$ cat src/rtl/core/rcl_pkg.sv
`timescale 1ns / 1ps
// ----------------------------------------------------------------------------
// rcl_pkg
// Shared types and constants of the remote command link with failsafe.
// ----------------------------------------------------------------------------
package rcl_pkg;

    // frame bytes
    localparam logic [7:0] START_MARK     = 8'hFF;
    localparam logic [7:0] TYPE_FWD       = 8'd3;
    localparam logic [7:0] TYPE_REV       = 8'd4;
    localparam logic [7:0] TYPE_STEER     = 8'd5;
    localparam logic [7:0] TYPE_RANGE_ON  = 8'd6;
    localparam logic [7:0] TYPE_RANGE_OFF = 8'd7;

    // bytes taken from the receive queue
    localparam logic [2:0] CONSUMED_NONE  = 3'd0;
    localparam logic [2:0] CONSUMED_ONE   = 3'd1;
    localparam logic [2:0] CONSUMED_FRAME = 3'd4;

    // configuration register indexes
    typedef enum logic [1:0] {
        CFG_TIMEOUT   = 2'd0,
        CFG_PERIOD    = 2'd1,
        CFG_RANGE_CAP = 2'd2,
        CFG_CENTER    = 2'd3
    } t_cfg_idx;

    localparam logic [15:0] TIMEOUT_RESET   = 16'd1500;
    localparam logic [15:0] PERIOD_RESET    = 16'd100;
    localparam logic [7:0]  RANGE_CAP_RESET = 8'd250;
    localparam logic [7:0]  CENTER_RESET    = 8'd90;

    // pulse / 147 == (pulse * INCH_RECIP) >> INCH_SHIFT for any 16-bit pulse
    localparam logic [16:0] INCH_RECIP = 17'd57066;
    localparam int          INCH_SHIFT = 23;
    // above this many inches the distance exceeds 255 cm and is always capped
    localparam logic [6:0]  INCH_CLAMP = 7'd101;
    // v / 50 == (v * CM_RECIP) >> CM_SHIFT for v <= 127 * INCH_CLAMP
    localparam logic [12:0] CM_RECIP   = 13'd5243;
    localparam int          CM_SHIFT   = 18;

    typedef struct packed {
        logic       head_ready;
        logic [7:0] head_byte0;
        logic [7:0] head_byte1;
        logic [7:0] head_byte2;
        logic [7:0] head_byte3;
        logic [6:0] inches;
    } t_tick;

    typedef struct packed {
        logic [2:0] bytes_consumed;
        logic       echo_valid;
        logic [7:0] echo_type;
        logic [7:0] echo_data;
        logic [7:0] echo_stop;
        logic       report_valid;
        logic [7:0] report_cm;
        logic [7:0] drive_speed;
        logic       drive_reverse;
        logic [7:0] steer_angle;
        logic       ranging_on;
    } t_result;

endpackage

$ cat src/rtl/core/rcl_tick_if.sv
`timescale 1ns / 1ps
// ----------------------------------------------------------------------------
// rcl_tick_if
// Input channel: one control tick with queue head bytes and sonar pulse.
// ----------------------------------------------------------------------------
interface rcl_tick_if;
    logic        valid;
    logic        ready;
    logic        head_ready;
    logic [7:0]  head_byte0;
    logic [7:0]  head_byte1;
    logic [7:0]  head_byte2;
    logic [7:0]  head_byte3;
    logic [15:0] pulse_us;

    modport source (
        output valid, head_ready, head_byte0, head_byte1, head_byte2, head_byte3,
               pulse_us,
        input  ready
    );
    modport sink (
        input  valid, head_ready, head_byte0, head_byte1, head_byte2, head_byte3,
               pulse_us,
        output ready
    );
endinterface

$ cat src/rtl/core/rcl_result_if.sv
`timescale 1ns / 1ps
// ----------------------------------------------------------------------------
// rcl_result_if
// Output channel: per-tick echo, distance report and applied drive values.
// ----------------------------------------------------------------------------
interface rcl_result_if;
    logic       valid;
    logic       ready;
    logic [2:0] bytes_consumed;
    logic       echo_valid;
    logic [7:0] echo_type;
    logic [7:0] echo_data;
    logic [7:0] echo_stop;
    logic       report_valid;
    logic [7:0] report_cm;
    logic [7:0] drive_speed;
    logic       drive_reverse;
    logic [7:0] steer_angle;
    logic       ranging_on;

    modport source (
        output valid, bytes_consumed, echo_valid, echo_type, echo_data, echo_stop,
               report_valid, report_cm, drive_speed, drive_reverse, steer_angle,
               ranging_on,
        input  ready
    );
    modport sink (
        input  valid, bytes_consumed, echo_valid, echo_type, echo_data, echo_stop,
               report_valid, report_cm, drive_speed, drive_reverse, steer_angle,
               ranging_on,
        output ready
    );
endinterface

$ cat src/rtl/core/remote_command_link_with_failsafe.sv
`timescale 1ns / 1ps
// ----------------------------------------------------------------------------
// remote_command_link_with_failsafe
// Command frame decoder, sonar range reporter and link-loss failsafe.
// ----------------------------------------------------------------------------
// Each accepted tick yields one result; a new tick is taken
// every cycle while the result side keeps up. The tick is captured in an input
// register (the sonar pulse is already scaled to inches there), then frame
// decode, counters and the distance conversion run in one pass into the result
// register, which also holds while the sink stalls. Config writes go to
// i_cfg_idx 0 timeout, 1 report period, 2 range cap, 3 center angle, and are
// to be made only while no tick is in flight.
module remote_command_link_with_failsafe
    import rcl_pkg::*;
(
    input  logic         i_clk,
    input  logic         i_rst_n,
    input  logic         i_cfg_we,
    input  logic [1:0]   i_cfg_idx,
    input  logic [15:0]  i_cfg_data,
    rcl_tick_if.sink     i_tick,
    rcl_result_if.source o_res
);

    // configuration
    logic [15:0] r_timeout;
    logic [15:0] r_period;
    logic [7:0]  r_range_cap;
    logic [7:0]  r_center;

    always_ff @(posedge i_clk) begin
        if (!i_rst_n) begin
            r_timeout   <= TIMEOUT_RESET;
            r_period    <= PERIOD_RESET;
            r_range_cap <= RANGE_CAP_RESET;
            r_center    <= CENTER_RESET;
        end else if (i_cfg_we) begin
            case (t_cfg_idx'(i_cfg_idx))
                CFG_TIMEOUT:   r_timeout   <= i_cfg_data;
                CFG_PERIOD:    r_period    <= i_cfg_data;
                CFG_RANGE_CAP: r_range_cap <= i_cfg_data[7:0];
                CFG_CENTER:    r_center    <= i_cfg_data[7:0];
                default: ;
            endcase
        end
    end

    // input stage
    logic        r_s1_valid;
    t_tick       r_s1;
    logic        r_out_valid;
    t_result     r_out;
    logic        s1_go;
    logic        in_xfer;
    logic [32:0] inch_prod;
    logic [9:0]  inch_full;
    logic [6:0]  inch_clamped;

    assign s1_go        = r_s1_valid && (!r_out_valid || o_res.ready);
    assign i_tick.ready = !r_s1_valid || s1_go;
    assign in_xfer      = i_tick.valid && i_tick.ready;

    assign inch_prod    = i_tick.pulse_us * INCH_RECIP;
    assign inch_full    = inch_prod[32:INCH_SHIFT];
    assign inch_clamped = (inch_full > {3'd0, INCH_CLAMP}) ? INCH_CLAMP : inch_full[6:0];

    always_ff @(posedge i_clk) begin
        if (!i_rst_n) begin
            r_s1_valid <= 1'b0;
        end else if (i_tick.ready) begin
            r_s1_valid <= i_tick.valid;
        end
    end

    always_ff @(posedge i_clk) begin
        if (in_xfer) begin
            r_s1.head_ready <= i_tick.head_ready;
            r_s1.head_byte0 <= i_tick.head_byte0;
            r_s1.head_byte1 <= i_tick.head_byte1;
            r_s1.head_byte2 <= i_tick.head_byte2;
            r_s1.head_byte3 <= i_tick.head_byte3;
            r_s1.inches     <= inch_clamped;
        end
    end

    // control state
    logic [15:0] r_rep_cnt, n_rep_cnt;
    logic        r_ranging, n_ranging;
    logic [15:0] r_silence, n_silence;
    logic [7:0]  r_mem_speed, n_mem_speed;
    logic [7:0]  r_mem_angle, n_mem_angle;
    logic [7:0]  r_speed, n_speed;
    logic        r_reverse, n_reverse;
    logic [7:0]  r_angle, n_angle;
    t_result     n_out;

    logic        frame;
    logic        report_hit;
    logic        failsafe;
    logic [15:0] silence_inc;
    logic [7:0]  dist_cm;

    rcl_dist u_dist (
        .i_inches    (r_s1.inches),
        .i_range_cap (r_range_cap),
        .o_cm        (dist_cm)
    );

    always_comb begin
        frame       = r_s1.head_ready && (r_s1.head_byte0 == START_MARK);
        report_hit  = r_ranging && (r_rep_cnt == r_period);
        silence_inc = (r_silence == 16'hFFFF) ? r_silence : r_silence + 16'd1;
        failsafe    = !frame && (silence_inc >= r_timeout);

        n_rep_cnt   = r_rep_cnt;
        if (r_ranging) begin
            n_rep_cnt = (report_hit ? 16'd0 : r_rep_cnt) + 16'd1;
        end

        n_ranging   = r_ranging;
        n_mem_speed = r_mem_speed;
        n_mem_angle = r_mem_angle;
        n_speed     = r_speed;
        n_reverse   = r_reverse;
        n_angle     = r_angle;
        n_silence   = silence_inc;

        if (frame) begin
            n_silence = 16'd0;
            case (r_s1.head_byte1)
                TYPE_FWD, TYPE_REV: begin
                    if (r_mem_speed != r_s1.head_byte2) begin
                        n_speed     = r_s1.head_byte2;
                        n_reverse   = (r_s1.head_byte1 == TYPE_REV);
                        n_mem_speed = r_s1.head_byte2;
                    end
                end
                TYPE_STEER: begin
                    if (r_mem_angle != r_s1.head_byte2) begin
                        n_angle     = r_s1.head_byte2;
                        n_mem_angle = r_s1.head_byte2;
                    end
                end
                TYPE_RANGE_ON:  n_ranging = 1'b1;
                TYPE_RANGE_OFF: n_ranging = 1'b0;
                default: ;
            endcase
        end else if (failsafe) begin
            // remembered values stay, so a repeat command after recovery is ignored
            n_speed   = 8'd0;
            n_reverse = 1'b0;
            n_angle   = r_center;
            n_ranging = 1'b0;
        end

        if (frame) begin
            n_out.bytes_consumed = CONSUMED_FRAME;
        end else if (r_s1.head_ready) begin
            n_out.bytes_consumed = CONSUMED_ONE;
        end else begin
            n_out.bytes_consumed = CONSUMED_NONE;
        end
        n_out.echo_valid    = frame;
        n_out.echo_type     = frame ? r_s1.head_byte1 : 8'd0;
        n_out.echo_data     = frame ? r_s1.head_byte2 : 8'd0;
        n_out.echo_stop     = frame ? r_s1.head_byte3 : 8'd0;
        n_out.report_valid  = report_hit;
        n_out.report_cm     = report_hit ? dist_cm : 8'd0;
        n_out.drive_speed   = n_speed;
        n_out.drive_reverse = n_reverse;
        n_out.steer_angle   = n_angle;
        n_out.ranging_on    = n_ranging;
    end

    always_ff @(posedge i_clk) begin
        if (!i_rst_n) begin
            r_rep_cnt   <= 16'd0;
            r_ranging   <= 1'b0;
            r_silence   <= 16'd0;
            r_mem_speed <= 8'd0;
            r_mem_angle <= 8'd0;
            r_speed     <= 8'd0;
            r_reverse   <= 1'b0;
            r_angle     <= CENTER_RESET;
        end else if (s1_go) begin
            r_rep_cnt   <= n_rep_cnt;
            r_ranging   <= n_ranging;
            r_silence   <= n_silence;
            r_mem_speed <= n_mem_speed;
            r_mem_angle <= n_mem_angle;
            r_speed     <= n_speed;
            r_reverse   <= n_reverse;
            r_angle     <= n_angle;
        end
    end

    // result register
    always_ff @(posedge i_clk) begin
        if (!i_rst_n) begin
            r_out_valid <= 1'b0;
        end else if (s1_go) begin
            r_out_valid <= 1'b1;
        end else if (o_res.ready) begin
            r_out_valid <= 1'b0;
        end
    end

    always_ff @(posedge i_clk) begin
        if (s1_go) begin
            r_out <= n_out;
        end
    end

    assign o_res.valid          = r_out_valid;
    assign o_res.bytes_consumed = r_out.bytes_consumed;
    assign o_res.echo_valid     = r_out.echo_valid;
    assign o_res.echo_type      = r_out.echo_type;
    assign o_res.echo_data      = r_out.echo_data;
    assign o_res.echo_stop      = r_out.echo_stop;
    assign o_res.report_valid   = r_out.report_valid;
    assign o_res.report_cm      = r_out.report_cm;
    assign o_res.drive_speed    = r_out.drive_speed;
    assign o_res.drive_reverse  = r_out.drive_reverse;
    assign o_res.steer_angle    = r_out.steer_angle;
    assign o_res.ranging_on     = r_out.ranging_on;

    // checks
    a_report_capped: assert property (@(posedge i_clk) disable iff (!i_rst_n)
        s1_go && n_out.report_valid |-> n_out.report_cm <= r_range_cap)
        else $error("report distance above cap");

    a_failsafe_stops: assert property (@(posedge i_clk) disable iff (!i_rst_n)
        s1_go && failsafe |=> r_speed == 8'd0 && !r_reverse && !r_ranging)
        else $error("failsafe did not stop the drive");

    a_frame_clears_silence: assert property (@(posedge i_clk) disable iff (!i_rst_n)
        s1_go && frame |=> r_silence == 16'd0)
        else $error("frame did not clear the silence counter");

    a_echo_consumed: assert property (@(posedge i_clk) disable iff (!i_rst_n)
        r_out_valid |-> r_out.echo_valid == (r_out.bytes_consumed == CONSUMED_FRAME))
        else $error("echo and consumed byte count disagree");

    a_stage_advance: assert property (@(posedge i_clk) disable iff (!i_rst_n)
        r_s1_valid && !s1_go |=> r_s1_valid && r_out_valid)
        else $error("stalled tick lost");

endmodule

$ cat src/rtl/core/rcl_dist.sv
`timescale 1ns / 1ps
// ----------------------------------------------------------------------------
// rcl_dist
// Inches to capped centimetres: min(floor(inches * 127 / 50), range cap).
// ----------------------------------------------------------------------------
module rcl_dist
    import rcl_pkg::*;
(
    input  logic [6:0] i_inches,
    input  logic [7:0] i_range_cap,
    output logic [7:0] o_cm
);

    logic [13:0] scaled;
    logic [26:0] prod;
    logic [8:0]  cm_raw;

    // x * 127 = x * 128 - x
    assign scaled = {i_inches, 7'd0} - {7'd0, i_inches};
    assign prod   = scaled * CM_RECIP;
    assign cm_raw = prod[26:CM_SHIFT];
    assign o_cm   = (cm_raw > {1'b0, i_range_cap}) ? i_range_cap : cm_raw[7:0];

endmodule
$ cat src/flat_wrapper.sv
// flat-port wrapper written by rule: the top's interface ports become plain ports
module remote_command_link_with_failsafe_flat import rcl_pkg::*;
  (i_clk, i_rst_n, i_cfg_we, i_cfg_idx, i_cfg_data, i_tick_valid, i_tick_head_ready, i_tick_head_byte0, i_tick_head_byte1, i_tick_head_byte2, i_tick_head_byte3, i_tick_pulse_us, i_tick_ready, o_res_valid, o_res_bytes_consumed, o_res_echo_valid, o_res_echo_type, o_res_echo_data, o_res_echo_stop, o_res_report_valid, o_res_report_cm, o_res_drive_speed, o_res_drive_reverse, o_res_steer_angle, o_res_ranging_on, o_res_ready);
  rcl_tick_if i_tick_i ();
  rcl_result_if o_res_i ();
  input  logic i_clk;
  input  logic i_rst_n;
  input  logic i_cfg_we;
  input  logic [1:0] i_cfg_idx;
  input  logic [15:0] i_cfg_data;
  input wire logic [$bits(i_tick_i.valid)-1:0] i_tick_valid;
  input wire logic [$bits(i_tick_i.head_ready)-1:0] i_tick_head_ready;
  input wire logic [$bits(i_tick_i.head_byte0)-1:0] i_tick_head_byte0;
  input wire logic [$bits(i_tick_i.head_byte1)-1:0] i_tick_head_byte1;
  input wire logic [$bits(i_tick_i.head_byte2)-1:0] i_tick_head_byte2;
  input wire logic [$bits(i_tick_i.head_byte3)-1:0] i_tick_head_byte3;
  input wire logic [$bits(i_tick_i.pulse_us)-1:0] i_tick_pulse_us;
  output wire logic [$bits(i_tick_i.ready)-1:0] i_tick_ready;
  output wire logic [$bits(o_res_i.valid)-1:0] o_res_valid;
  output wire logic [$bits(o_res_i.bytes_consumed)-1:0] o_res_bytes_consumed;
  output wire logic [$bits(o_res_i.echo_valid)-1:0] o_res_echo_valid;
  output wire logic [$bits(o_res_i.echo_type)-1:0] o_res_echo_type;
  output wire logic [$bits(o_res_i.echo_data)-1:0] o_res_echo_data;
  output wire logic [$bits(o_res_i.echo_stop)-1:0] o_res_echo_stop;
  output wire logic [$bits(o_res_i.report_valid)-1:0] o_res_report_valid;
  output wire logic [$bits(o_res_i.report_cm)-1:0] o_res_report_cm;
  output wire logic [$bits(o_res_i.drive_speed)-1:0] o_res_drive_speed;
  output wire logic [$bits(o_res_i.drive_reverse)-1:0] o_res_drive_reverse;
  output wire logic [$bits(o_res_i.steer_angle)-1:0] o_res_steer_angle;
  output wire logic [$bits(o_res_i.ranging_on)-1:0] o_res_ranging_on;
  input wire logic [$bits(o_res_i.ready)-1:0] o_res_ready;
  assign i_tick_i.valid = i_tick_valid;
  assign i_tick_i.head_ready = i_tick_head_ready;
  assign i_tick_i.head_byte0 = i_tick_head_byte0;
  assign i_tick_i.head_byte1 = i_tick_head_byte1;
  assign i_tick_i.head_byte2 = i_tick_head_byte2;
  assign i_tick_i.head_byte3 = i_tick_head_byte3;
  assign i_tick_i.pulse_us = i_tick_pulse_us;
  assign i_tick_ready = i_tick_i.ready;
  assign o_res_valid = o_res_i.valid;
  assign o_res_bytes_consumed = o_res_i.bytes_consumed;
  assign o_res_echo_valid = o_res_i.echo_valid;
  assign o_res_echo_type = o_res_i.echo_type;
  assign o_res_echo_data = o_res_i.echo_data;
  assign o_res_echo_stop = o_res_i.echo_stop;
  assign o_res_report_valid = o_res_i.report_valid;
  assign o_res_report_cm = o_res_i.report_cm;
  assign o_res_drive_speed = o_res_i.drive_speed;
  assign o_res_drive_reverse = o_res_i.drive_reverse;
  assign o_res_steer_angle = o_res_i.steer_angle;
  assign o_res_ranging_on = o_res_i.ranging_on;
  assign o_res_i.ready = o_res_ready;
  remote_command_link_with_failsafe u_core (.i_clk(i_clk), .i_rst_n(i_rst_n), .i_cfg_we(i_cfg_we), .i_cfg_idx(i_cfg_idx), .i_cfg_data(i_cfg_data), .i_tick(i_tick_i), .o_res(o_res_i));
endmodule
$ cat config.mk
export PLATFORM = sky130hd
export DESIGN_NAME = remote_command_link_with_failsafe_flat
export DESIGN_NICKNAME = d
export VERILOG_FILES = /design/src/rtl/core/rcl_pkg.sv /design/src/rtl/core/rcl_tick_if.sv /design/src/rtl/core/rcl_result_if.sv /design/src/rtl/core/remote_command_link_with_failsafe.sv /design/src/rtl/core/rcl_dist.sv /design/src/flat_wrapper.sv
export SDC_FILE = /design/constraint.sdc
export NUM_CORES = 1
export LEC_CHECK = 0
export ABC_AREA = 1
export BUFFER_PORTS_ARGS = -buffer_cell sky130_fd_sc_hd__clkbuf_2
export CORE_MARGIN = 5
export CORE_UTILIZATION = 40
export DETAILED_ROUTE_END_ITERATION = 8
export PLACE_DENSITY_LB_ADDON = 0.25
export SLEW_MARGIN = 15
export SYNTH_ARGS = -nofsm -noshare
export SYNTH_HDL_FRONTEND = slang
export SYNTH_SLANG_ARGS = --single-unit
$ cat constraint.sdc
create_clock -name i_clk -period 9.2 [get_ports i_clk]
set_clock_uncertainty 0.2 [all_clocks]
set_input_delay 0.46 -clock i_clk [delete_from_list [all_inputs] [get_ports i_clk]]
set_output_delay 0.46 -clock i_clk [all_outputs]
set_load 0.01 [all_outputs]
After elaboration in Yosys (flattened, before gate mapping)

Cells that the tools add are included.

Bits in registers: 211
Bits in latches: 0
RAM bits: 0
Bits in read-only memories: 0
Input port bits: 72
Output and inout bits: 57
Logic and storage cells: 94
Memories kept: 0

Add/sub/neg operators: 3
Multiply operators: 2
Divide/modulo/power cells: 0
Order comparisons: 3
Equality and inequality tests: 13
Shift-type cells: 0
Multiplexer cells: 22
Bitwise operators: 0
Reductions and logical operators: 20

Operators with widths:

| kind                   | number |
|---|---|
| $mux 8                 | 9 |
| $mux 16                | 3 |
| $add 16x1->16 const B  | 2 |
| $eq 8x3->1 const B     | 4 |
| $mul 16x15->31 const B | 1 |
| $mul 14x13->27 const B | 1 |
| $eq 16x16->1           | 1 |
| $eq 16x16->1 const B   | 1 |
| $ge 16x16->1           | 1 |
| $ne 8x8->1             | 2 |
| $sub 14x7->14          | 1 |
| $reduce_and 2->1       | 5 |
| $gt 9x7->1 const B     | 1 |
| $gt 9x8->1             | 1 |
| $mux 1                 | 9 |
| $eq 8x2->1 const B     | 1 |
| $eq 8x8->1 const B     | 1 |
| $reduce_and 4->1       | 2 |
| $logic_and 1x1->1      | 5 |
| $eq 2x2->1 const B     | 2 |
| $logic_not 1->1        | 3 |
| $eq 2x1->1 const B     | 1 |
| $logic_not 2->1        | 1 |
| $logic_or 1x1->1       | 2 |
| other kinds (3)        | 3 |

Depth between registers and ports, before layout

Gate-level depths: netlist of run 1.

Depth after elaboration: 6
Depth in mapped cells: 47
Mapped depth without buffers: 46

Cells and area by module

A second synthesis of run 1 with hierarchy kept.

Cells, all modules: 2441
Area total of the unflattened synthesis: 19496.2 µm²

By module, submodules not included:

| module                            | instances | cells each | area each (µm²) | sequential area each (µm²) |
|---|---|---|---|---|
| remote_command_link_with_failsafe | 1         | 1752       | 14810.5         | 5144.9 |
| rcl_dist                          | 1         | 689        | 4685.7          | 0.0 |

Worst setup path after synthesis of run 1

OpenSTA, ideal clock, no wires.

Path type: register to register
From: register u_core.r_s1[0] in the netlist's numbering
To: register u_core.r_out (netlist bit u_core.o_res.report_cm[2]), data pin
Library setup time: 0.253 ns
Data arrival time: 6.431 ns
Data required time: 8.747 ns
Setup slack: 2.316 ns
Stages on the path, launching flop included: 38
Path buffers: 1
Period minus slack after synthesis: 6.884 ns
Cell sequence: edfxtp_1 inv_1 ha_1 inv_1 nor2_1 inv_1 nor2_1 nand2_1 nand2_1 nor2_1 xor2_1 inv_1 nor2_1 nor2_1 ha_1 inv_1 fa_1 inv_1 [2 not listed] fa_1 inv_1 ha_1 nand2_1 nor3_1 nand4_1 nand3_1 xor2_1 ha_1 a21oi_1 o21ai_0 o21ai_0 a21boi_0 o21ai_0 nand2_1 buf_4 nor2_1 nor2_1

Longest elaborated chain between the ends: 4

RTL lines:

| item                 | RTL line                                 | text |
|---|---|---|
| start, declared      | remote_command_link_with_failsafe.sv:50  | `t_tick r_s1;` |
| $sub 14x7->14 *      | rcl_dist.sv:19                           | `assign scaled = {i_inches, 7'd0} - {7'd0, i_inches};` |
| $mul 14x13->27 *     | rcl_dist.sv:20                           | `assign prod = scaled * CM_RECIP;` |
| $gt 9x8->1           | rcl_dist.sv:22                           | `assign o_cm = (cm_raw > {1'b0, i_range_cap}) ? i_range_cap : cm_raw[7:0];` |
| $mux 8 *             | rcl_dist.sv:22                           |  |
| end signal, assigned | remote_command_link_with_failsafe.sv:210 | `r_out <= n_out;` |
| end, declared        | remote_command_link_with_failsafe.sv:52  | `t_result r_out;` |

Every way passes the cells marked *; elsewhere a longest branch is shown, timed or not.
A chain may end at the register's enable or synchronous reset.

Worst setup path after layout of run 1

From: register u_core.r_s1[0] in the netlist's numbering
To: register u_core.r_out (netlist bit u_core.o_res.report_cm[7]), data pin

Same word-level chain as after synthesis.

==> results of run 1 <==
-- per-layer routing --
metal | vias to the layer above | share of wire (%)
li1 | 7785 | -
met5 | - | 0
met2 | 269 | 47
met1 | 7309 | 48
met4 | 0 | 1.7
met3 | 54 | 3.2
-- cell usage after synthesis (2+ instances only) --
cell and instances:
inv_1 504, nand2_1 471, ha_1 235, nor2_1 192, fa_1 170, a21oi_1 131
dfxtp_1 116, edfxtp_1 94, o21ai_0 86, nand3_1 74, nand4_1 51, nor3_1 34
clkbuf_1 22, xor2_1 21, o211ai_1 18, a21o_1 12, xnor2_1 10, a221oi_1 8
o211ai_2 8, o21bai_1 8, a31oi_1 7, o21ai_1 7, buf_2 5, buf_4 5
o21a_1 5, nor2_4 4, inv_2 3, nand2_2 3, nand3b_1 3, a211oi_1 2
a21boi_0 2, a21oi_2 2, a31o_2 2, buf_1 2, buf_6 2, nor3_2 2
nor4_1 2, nor4_2 2
-- tightest hold or removal path, cell delays in order --
cell and delay [ns]:
clkbuf_2 0.11, nor2_1 0.05, nor2_1 0.08
-- logic make-up (layout without fill, tap and decap cells) --
family | count (synthesis) | after routing | synth area share, %
simple gates | 845 | 845 | 18.6
flops | 210 | 210 | 26.8
xor+xnor | 32 | 32 | 1.50
other cells | 1 | 4 | 0.0195
compound gates | 302 | 302 | 9.14
buf+inv | 545 | 723 | 10.9
fa+ha+maj | 405 | 405 | 33.1
-- worst paths after layout --
| kind | end | slack, ns | cells after the start |
|---|---|---|---|
| worst min-delay path | u_core.r_period[14]$_SDFFE_PN0P_ | 0.02 | 3 |
| worst max register to register | u_core.o_res.report_cm[7]$_SDFFCE_PN0P_ | 1.28 | 41 |
| worst min register to register | u_core.r_center[1]$_SDFFE_PN1P_ | 0.26 | 2 |
| worst max-delay path | u_core.o_res.report_cm[7]$_SDFFCE_PN0P_ | 1.28 | 41 |
-- stage by stage --
| stage | hold slack, ns | setup WS, ns | instances | utilization, % |
|---|---|---|---|---|
| after CTS | 0.00246 | 1.32 | 3133 | 45.5 |
| after floorplan | 0.229 | 2.32 | 2340 | - |
| after global routing | 0.0439 | 0.532 | 3136 | 45.5 |
| after global placement | 0.244 | 1.55 | 3054 | 43.0 |
| after detailed placement | 0.248 | 1.36 | 3054 | 43.0 |
| final | 0.0219 | 1.28 | 3136 | 45.5 |
-- state kept, by name, indices dropped and copies added (netlist names), 16 cells and up --
signal,flops
u_core.r_rep_cnt,16
u_core.r_period,16
u_core.r_silence,16
u_core.r_timeout,16
u_core.r_s1,40
-- final cells by class --
class / instances / area [µm²]
repair buffers: 171 / 1060
clock inverters: 12 / 168
clock buffers: 31 / 648
fillers: 4709 / 26000
diodes: 3 / 7.51
inverters: 509 / 1910
well taps: 615 / 769
multi-input cells: 1585 / 12000
flip-flops and latches: 210 / 5140
==> flow_summary.toml, run 1 <==
[clock_tree]
htreeDepth = 1
post_cts_buffers = 0
clock_latency_ns = 0.52
cts_tree = "yes"
clk_path_buf_depth = 3
cts_hold_buf = 36
cts.reportedPaths.clkPinSlew_ns = 0.06
post_cts_resized = 0
clock-sinks = 210
cts-root-buf = "clkbuf_16"
numCtsBuffers = 24

[setup_path]
critPathLaunch = "u_core.r_s1[0]$_SDFFCE_PN1P_"
critPathMaxStageDelay_ns = 0.61
cp-end-kind = "flip-flop"
cp_common_cell = "inv_1"
rr_startpoint = "u_core.r_s1[0]$_SDFFCE_PN1P_"
start_kind = "flip-flop"
critPathSlowestCell = "xor2_1"
crit_family = "adder cells"
required_ns = 9.27
critPathBufInv = 11
worstPathArrival_ns = 7.99
cp_max_fo = 14
crit_type = "reg2reg"

[synthesis]
synth_seq_cells = 210
avgSynthCellArea_um2 = 8.20
synth_top_cell_by_area = "fa_1"
synth_area_leaders = "fa_1 (18%), ha_1 (15%), edfxtp_1 (15%)"
async_flop_share_pct = 0
yosysSeqAreaShare_pct = 26.8
yosysTopAreaCellShare_pct = 17.7
synthCells = 2340
synth_nets = 2817
synthDistinctLibCells = 53
yosysWarnings = 0
synth_flop_cell = "dfxtp_1"
synth-edff-count = 94
synthesis.area_um2 = 19200

[min_path]
hold_class = "in2reg"
min-delay-start = "i_cfg_data[14]"

[run_status]
status = "finished, final reports clean"

[global_route]
grt.busiest_layer = "met2"
grt_max_degree = 74
antenna_found_initial = 3
grt_use_total_pct = 17.9
use_met2_pct = 30.1
gr-total-overflow = 0
met3_usage_pct = 1.63
grt_pass1_wl_um = 79000
grt_pass1_vias = 15900
use_met1_pct = 25.6

[placement]
gp_congestion = 0.863
dpl-instance-area_um2 = 20500
portBuffers = 127
dp_hpwl_um = 38500

[drt]
firstDrtPassIters = 5
initialDrtViolationCount = 877
num_vias = 15400
drc = 0
wl_per_cell_um = 15.0
routed_wl_um = 47000
drtAntennaViolNets = 0
vias_per_cell = 4.92

[finish]
final_area_um2 = 21700
final_cell_mix = "inv_1 (502), nand2_1 (471), ha_1 (235)"
layout-drive-gt1-share_pct = 8.18
syn2layout_area_growth_pct = 12.9
layout.cells.most_common = "inv_1"
finalNetCount = 2978

[floorplanning]
die_h_um = 229
coreArea_um2 = 47600
start_util_pct = 40.3
fp.dieW_um = 229
rows = 80
ios = 129
dieArea_um2 = 52500

[timing]
max_freq_mhz = 126
min_period_ns = 7.92
setup_tns_ns = 0
worst_pin_slew_ns = 0.978
drv_slew = 0
relSlewSlack_pct = 34.7
period_share_pct = 86.1
rsz0062_at_grt = "no"
setup_viol = 0
finalHoldViolCount = 0

[run]
cap_viol_max_count = 0
Power of run 1 is left out: the tool's default activity adds up to more than one toggle a clock period on the data nets, which glitch-free logic cannot reach.
==> run 2: changes to the inputs <==
Settings changed: BUFFER_PORTS_ARGS -buffer_cell sky130_fd_sc_hd__clkbuf_2 to not set, CORE_UTILIZATION 40 to 35, DONT_BUFFER_PORTS set to 1.
==> flow_summary.toml, run 2 (synthesis gave the netlist of run 1 again) <==
[run_status]
status = "finished, final reports clean"

[floorplanning]
coreArea_um2 = 54000
fp.dieW_um = 244
dieArea_um2 = 59600
die_h_um = 244
rows = 85
ios = 129
start_util_pct = 35.5

[clock_tree]
cts.reportedPaths.clkPinSlew_ns = 0.06
cts_tree = "yes"
clock-sinks = 210
cts_hold_buf = 53
cts-root-buf = "clkbuf_16"
post_cts_buffers = 0
htreeDepth = 1
numCtsBuffers = 25
clock_latency_ns = 0.52
clk_path_buf_depth = 3
post_cts_resized = 0

[finish]
final_area_um2 = 21300
layout-drive-gt1-share_pct = 3.36
fin_cells = 3108
finalNetCount = 2868
layout.cells.most_common = "inv_1"
final_cell_mix = "inv_1 (502), nand2_1 (471), ha_1 (235)"
syn2layout_area_growth_pct = 10.8
regMostFlops = "u_core.r_s1"
filler_cell_count = 5518
largest_register_ffs = 40

[placement]
portBuffers = 0
dp_hpwl_um = 39300
dpl-instance-area_um2 = 19900
place_inst = 3007
place_ws_ns = 1.30
gp_congestion = 0.898

[drt]
num_vias = 15000
initialDrtViolationCount = 836
drc = 0
routed_wl_um = 48200
drtAntennaViolNets = 0
vias_per_cell = 4.84
firstDrtPassIters = 5
wl_per_cell_um = 15.5

[timing]
relSlewSlack_pct = 25.7
min_period_ns = 7.95
finalHoldViolCount = 0
setup_tns_ns = 0
worst_pin_slew_ns = 1.11
fin_ws_ns = 1.25
max_freq_mhz = 126
drv_slew = 0
period_share_pct = 86.4
setup_viol = 0
rsz0062_at_grt = "no"

[setup_path]
cp-end-kind = "flip-flop"
regToRegSetupSlack_ns = 1.25
required_ns = 9.27
critPathMaxStageDelay_ns = 0.66
critPathSlowestCell = "o21ai_0"
cp_common_cell = "inv_1"
crit_type = "reg2reg"
cp_max_fo = 14
start_kind = "flip-flop"
worstPathArrival_ns = 8.02

[min_path]
hold_class = "in2reg"

[global_route]
grt_max_degree = 83
grt_pass1_wl_um = 80300
grt_pass1_vias = 15400
antenna_found_initial = 5
grt_use_total_pct = 16.2
gr-total-overflow = 0

[run]
cap_viol_max_count = 0
run 2: per-layer routing:
layer | track usage [%] | vias up | share of wire [%]
li1 | - | 7578 | -
met1 | 22.7 | 7121 | 47
met2 | 26.8 | 272 | 47
met3 | 2.62 | 56 | 4.8
met4 | 2.77 | 2 | 1.6
met5 | 0 | - | 0.027
run 2: worst paths after layout:
kind                                                       from                                       to  cells after the start
worst max-delay path               u_core.r_s1[0]$_SDFFCE_PN1P_  u_core.o_res.report_cm[0]$_SDFFCE_PN0P_                     32
worst min-delay path                                    i_rst_n       u_core.r_range_cap[7]$_SDFFE_PN1P_                      2
worst max register to register     u_core.r_s1[0]$_SDFFCE_PN1P_  u_core.o_res.report_cm[0]$_SDFFCE_PN0P_                     32
worst min register to register  u_core.r_center[4]$_SDFFE_PN1P_          u_core.r_center[4]$_SDFFE_PN1P_                      2
run 2: critical path: cells and delay by family, from the launching register on:
family / cells / cell delay [ns]
xor gates and xnor gates: 1 / 0.22
adders and majority gates: 7 / 2.92
and+or+nand+nor: 9 / 1.15
AOI/OAI and AO/OA: 8 / 1.90
DFF: 1 / 0.53
buffers and inverters: 7 / 0.76
run 2: area by class of cell:
cell class / count / area [µm²] / area share [%]
multi-input combinational: 1585 / 12000 / 56.3
sequential: 210 / 5140 / 24.2
inverter: 509 / 1910 / 9.00
tap: 696 / 871 / 4.10
clock buffer: 32 / 692 / 3.25
timing repair buffer: 60 / 601 / 2.83
clock inverter: 12 / 67.6 / 0.318
antenna: 4 / 10.0 / 0.0471
run 2: metrics by stage:
stage / hold WS [ns] / util, %
finish: 0.102 / 39.3
floorplan: 0.229 / -
CTS: 0.0587 / 39.3
detailed placement: 0.248 / 36.9
global route: 0.0896 / 39.3
global placement: 0.247 / 36.9
Power of run 2 is left out for the same reason.
